`src/hw/rtl/pwlte_div.sv`:
```
// ----------------------------------------------------------------------------
// pwlte_div: unsigned restoring divider.
// Divides a 64-bit magnitude by a 33-bit magnitude, one quotient bit a cycle.
// ----------------------------------------------------------------------------
`default_nettype none
module pwlte_div (
  input  wire         clk,
  input  wire         rst_n,
  input  wire         start,
  input  wire  [63:0] dividend,
  input  wire  [32:0] divisor,
  output logic        done,
  output logic [63:0] quotient
);

  logic [63:0] quo_r;
  logic [33:0] rem_r;
  logic [32:0] dvs_r;
  logic [6:0]  cnt_r;
  logic        run_r;
  logic [34:0] trial;

  // One shift-subtract step per cycle.
  assign trial = {rem_r, quo_r[63]} - {2'b00, dvs_r};

  always_ff @(posedge clk) begin
    if (!rst_n) begin
      run_r <= 1'b0;
      done  <= 1'b0;
      cnt_r <= 7'd0;
    end else begin
      done <= 1'b0;
      if (start) begin
        run_r <= 1'b1;
        cnt_r <= 7'd0;
      end else if (run_r) begin
        cnt_r <= cnt_r + 7'd1;
        if (cnt_r == 7'd63) begin
          run_r <= 1'b0;
          done  <= 1'b1;
        end
      end
    end
  end

  // Datapath.
  always_ff @(posedge clk) begin
    if (start) begin
      quo_r <= dividend;
      rem_r <= 34'd0;
      dvs_r <= divisor;
    end else if (run_r) begin
      if (!trial[34]) begin
        rem_r <= trial[33:0];
        quo_r <= {quo_r[62:0], 1'b1};
      end else begin
        rem_r <= {rem_r[32:0], quo_r[63]};
        quo_r <= {quo_r[62:0], 1'b0};
      end
    end
  end

  assign quotient = quo_r;

endmodule
`default_nettype wire

```
`config.mk`:
```
export PLATFORM = sky130hd
export DESIGN_NAME = pwlte_div
export DESIGN_NICKNAME = d
export VERILOG_FILES = /design/src/hw/rtl/pwlte_div.sv
export SDC_FILE = /design/constraint.sdc
export NUM_CORES = 1
export LEC_CHECK = 0
export CAP_MARGIN = 20
export CORE_MARGIN = 3
export CORE_UTILIZATION = 55
export DETAILED_ROUTE_END_ITERATION = 10
export DONT_BUFFER_PORTS = 1
export PLACE_DENSITY = 0.7
export REMOVE_ABC_BUFFERS = 1
export SETUP_SLACK_MARGIN = 0.15
export SLEW_MARGIN = 20
export SYNTH_ARGS = -nofsm -noshare
export SYNTH_HDL_FRONTEND = slang
export SYNTH_SLANG_ARGS = --single-unit
```
`constraint.sdc`:
```
create_clock -name clk -period 4.9 [get_ports clk]
set_clock_uncertainty 0.05 [all_clocks]
set_input_delay 0.98 -clock clk [delete_from_list [all_inputs] [get_ports clk]]
set_output_delay 0.98 -clock clk [all_outputs]
set_load 0.05 [all_outputs]
```
* Word level (Yosys, flattened, before mapping)
Index checks and enable logic that the tools add are counted.
Storage, ports and cells: register bits 140, input port bits 100, output and inout bits 65, word-level logic and storage cells 22
Cells by class: add/subtract/negate cells 2, eq/ne operators 1, mux-type cells 8, bitwise operators 2, reduce and logical (&&, ||, !) cells 3
Operators by type and width (count):
- 2-to-1 mux 64 bit | 2
- subtractor 35 x 33 -> 35 bit | 1
- 2-to-1 mux 34 bit | 1
- adder 7 x 1 -> 7 bit, second input constant | 1
- == test 7 x 6 -> 1 bit, second input constant | 1
- 2-to-1 mux 1 bit | 5
- OR reduction 3 bit | 1
- NOT 1 bit | 2
- nonzero test 2 bit | 1
- OR reduction 2 bit | 1

* Depth between registers and ports, before layout
word-level depth 4, mapped depth 14, gate-level depth less buffers 13

* Least setup slack after synthesis
Ideal clock, no wire load.
path type input to register, from input start, to register quo_r[0] (netlist: quotient[0]) (enable), setup time 0.419 ns, arrival 2.688 ns, required time 4.431 ns, slack 1.744 ns, cell stages on the path 3, path through clkbuf_1 > nor2_1 > inv_1
Between the ends: cells in the longest elaborated chain, start to end 1
Ends and longest elaborated chain:
- start: declaration | line 9 | input wire start,
- nonzero test 2 bit (no line)
- end signal: assignment | line 49 | quo_r <= dividend;
- end signal: assignment | line 55 | quo_r <= {quo_r[62:0], 1'b1};
- end signal: assignment | line 58 | quo_r <= {quo_r[62:0], 1'b0};
- end: declaration | line 16 | logic [63:0] quo_r;
Every way passes these cells. A chain may end at the register's enable or synchronous reset.

* Worst setup path after layout
from register quo_r[63] (netlist: quotient[63]), to register rem_r[22]
Between the ends: cells in the longest elaborated chain, start to end 2
Ends and longest elaborated chain:
- subtractor 35 x 33 -> 35 bit | line 24 | assign trial = {rem_r, quo_r[63]} - {2'b00, dvs_r};
- 2-to-1 mux 34 bit | line 53 | if (!trial[34]) begin
- end signal: assignment | line 54 | rem_r <= trial[33:0];
- end signal: assignment | line 57 | rem_r <= {rem_r[32:0], quo_r[63]};
- end: declaration | line 17 | logic [33:0] rem_r;
Every way passes these cells.

==> metrics <==
Die Ht 122.3 um; Worst Hold Class flip-flop to flip-flop; share of cells above drive strength 1 15.63%; vias post-DR 4937; Fmax achieved 264.9 MHz; Core ar. 12930 um^2; Crit Path Class flip-flop to flip-flop; fin nets 795; Clock Tree Root clkbuf_16; worst endpoint required time 5130 ps; most used cell, CP inv_1; clock slew at reported path FFs 60 ps; htree depth 4; CTS Hold Buffers Added 0; post-synthesis sequential area ratio 50.69%; Initial Util 57.59%; critical-path maximum fanout 25; RSZ-0062 raised after global routing no; Synth cell types 56; grt ovf 0; slowest CP cell edfxtp_1; GR Util All Layers 21.80%; final hold vios 0; TritonCTS clock tree done; Worst-Skew Late Latency 430 ps; CTS Sinks 140; Placer Congestion 0.8887; fin util 63.22%; Max rail drop VDD 0.2946 mV; fin crit period 3775 ps; Tcrit/Tclk final 77.04%; WP data arrival 4010 ps; Sum Neg Setup Slack 0 ps; initial antenna violation count 0; antenna viol nets, final 0; CP endpoint kind flip-flop; via/cell ratio 5.850; worst-path cell chain inv_1 > ha_1 > inv_1 > fa_1 > a21oi_1 > nor2_1 > o21ai_1 > nand2_1 > a21oi_2 > o31ai_4 > xor2_4 > buf_12 > mux2i_1 > a211oi_1; Initial DRT Pass Iterations 4; relative slew slack 45.18%; HPWL after detailed placement 10.86 mm; synthesized area 7445 um^2; synthesized flop and latch total 140; Final Max Tran Viols 0; Post-synth EDFFs 97; routed len/inst 18.50 um; ys async rst share 0%; DRC errors left 0; synth warn 0; CTS buffer count 17; FP Rows 41; first-pass GRT wire length 25.44 mm; drt initial violations 303; max cap viols 0; Post-Synthesis Cells 667; setup violators final 0; largest net degree at the start of global routing 119; Worst setup SP type flip-flop; Area Overhead vs Synth 9.782%; Max Root-Sink Buffers 2; Syn Area/Cell 11.16 um^2; pwr dens 407.5 nW/um^2; PostCTS Resize Cnt 0; antenna diode count 0; leak pwr 3.099 nW; layout filler cell count 1045; IO Count 165; die span in x 122.3 um; DIE AREA 14970 um^2; Post-CTS Setup Inserts 0; IO buf count 0; CP peak stage delay 610 ps; vias in the first global route 5046; Most used DFF post-synth edfxtp_1; WL final 15.61 mm; status finished, final reports clean; Least-Margin Pin Slew 822.3 ps
## sequential cells by signal, indices dropped and copies added, names as in the netlist
| signal | count |
|---|---|
| cnt_r | 7 |
| done | 1 |
| dvs_r | 33 |
| quotient | 64 |
| rem_r | 34 |
| run_r | 1 |
## final timing paths
| check | to | depth (start not counted) | start | slack [ps] |
|---|---|---|---|---|
| min reg2reg | rem_r[12] | 2 | rem_r[12] | 430 |
| max reg2reg | rem_r[22] | 14 | quotient[63] | 1130 |
| max | rem_r[22] | 14 | quotient[63] | 1130 |
| min | rem_r[12] | 2 | rem_r[12] | 430 |
## synthesized netlist by cell type, types with 6 or more instances
cell type,number,area [um^2]
a211oi_1,13,97.59
a21o_1,10,75.07
a21oi_1,36,180.2
buf_2,6,30.03
clkbuf_1,20,75.07
dfxtp_1,43,860.8
edfxtp_1,97,2913
ha_1,34,425.4
inv_1,39,146.4
mux2_2,64,720.7
mux2i_1,28,280.3
nand2_1,42,157.7
nand3_1,13,65.06
nand4_1,9,56.30
nor2_1,56,210.2
nor3_1,6,30.03
o211ai_1,6,45.04
o21ai_0,33,165.2
xnor2_1,13,113.9
xor2_1,20,175.2
## cells in the final DEF (no fill, tap or decap), types with 5 or more instances in the layout
master | synthesis | routed
nor3_1 | 6 | 6
nor2b_1 | 5 | 5
a21o_1 | 10 | 10
inv_1 | 39 | 38
o21bai_1 | 5 | 5
ha_1 | 34 | 34
nand2_1 | 42 | 42
dfxtp_1 | 43 | 43
edfxtp_1 | 97 | 97
mux2i_1 | 28 | 28
o21ai_0 | 33 | 33
a211oi_1 | 13 | 13
o21a_1 | 5 | 5
nand4_1 | 9 | 9
nor2_1 | 56 | 56
clkbuf_16 | 0 | 17
a21oi_1 | 36 | 36
a31oi_1 | 5 | 5
o211ai_1 | 6 | 6
mux2_2 | 64 | 64
nand3_1 | 13 | 13
xor2_1 | 20 | 20
xnor2_1 | 13 | 13
## routing by layer
metal  track usage [%]  vias to the layer above  part of all wire [%]
li1                  -                     2443                     -
met1             27.08                     2289                    43
met2             34.28                      186                    47
met3             8.848                       19                   8.8
met4             8.188                        0                   1.5
met5                 0                        -                     0
## cells by family after synthesis
family,after synthesis,share of synthesized area (%)
mux,92,13.45
xor+xnor,34,4.101
simple gates,152,9.277
compound gates,145,12.72
fa+ha+maj,35,5.983
flops,140,50.69
buf+inv,69,3.782
## critical path: cells and delay by family (launching register included)
| kind | cells | cell delay, ps |
|---|---|---|
| AO/OA/AOI/OAI | 5 | 840 |
| XOR/XNOR | 1 | 570 |
| adder cells (fa/ha/maj) | 2 | 580 |
| buffers and inverters | 3 | 500 |
| flip-flops | 1 | 610 |
| multiplexers | 1 | 220 |
| AND/OR/NAND/NOR | 2 | 240 |
## where the power goes
group | leakage, nW | switching [mW] | internal [mW] | total (mW)
sequential | 1.32 | 0.255 | 1.38 | 1.64
clock | 0.293 | 0.496 | 0.799 | 1.29
combinational | 1.49 | 0.222 | 0.177 | 0.398
total | 3.10 | 0.972 | 2.36 | 3.33
## per-stage QoR
stage          total power [mW]  hold WS (ps)  instance area [um^2]  std cells  setup slack, ps
4_1_cts                   3.360         434.7                  8173        844             1089
6_report                  3.330         430.3                  8173        844             1125
5_1_grt                   3.471         464.3                  8173        844            769.0
3_3_place_gp              2.048         412.5                  7579        813             1210
3_5_place_dp              2.058         424.5                  7579        813             1097
2_1_floorplan             1.960         402.6                  7310        637            769.7
## final cells by class
type                       count  area (um^2)  share of cell area (%)
inverter                      39        146.4                   1.791
tap                          172        215.2                   2.633
multi-input combinational    458         3401                   41.61
clock buffer                  17        425.4                   5.205
clock inverter                14        168.9                   2.067
sequential                   140         3774                   46.17
timing repair buffer           4        42.54                  0.5205
No activity file was read; power rests on OpenSTA's default activity.
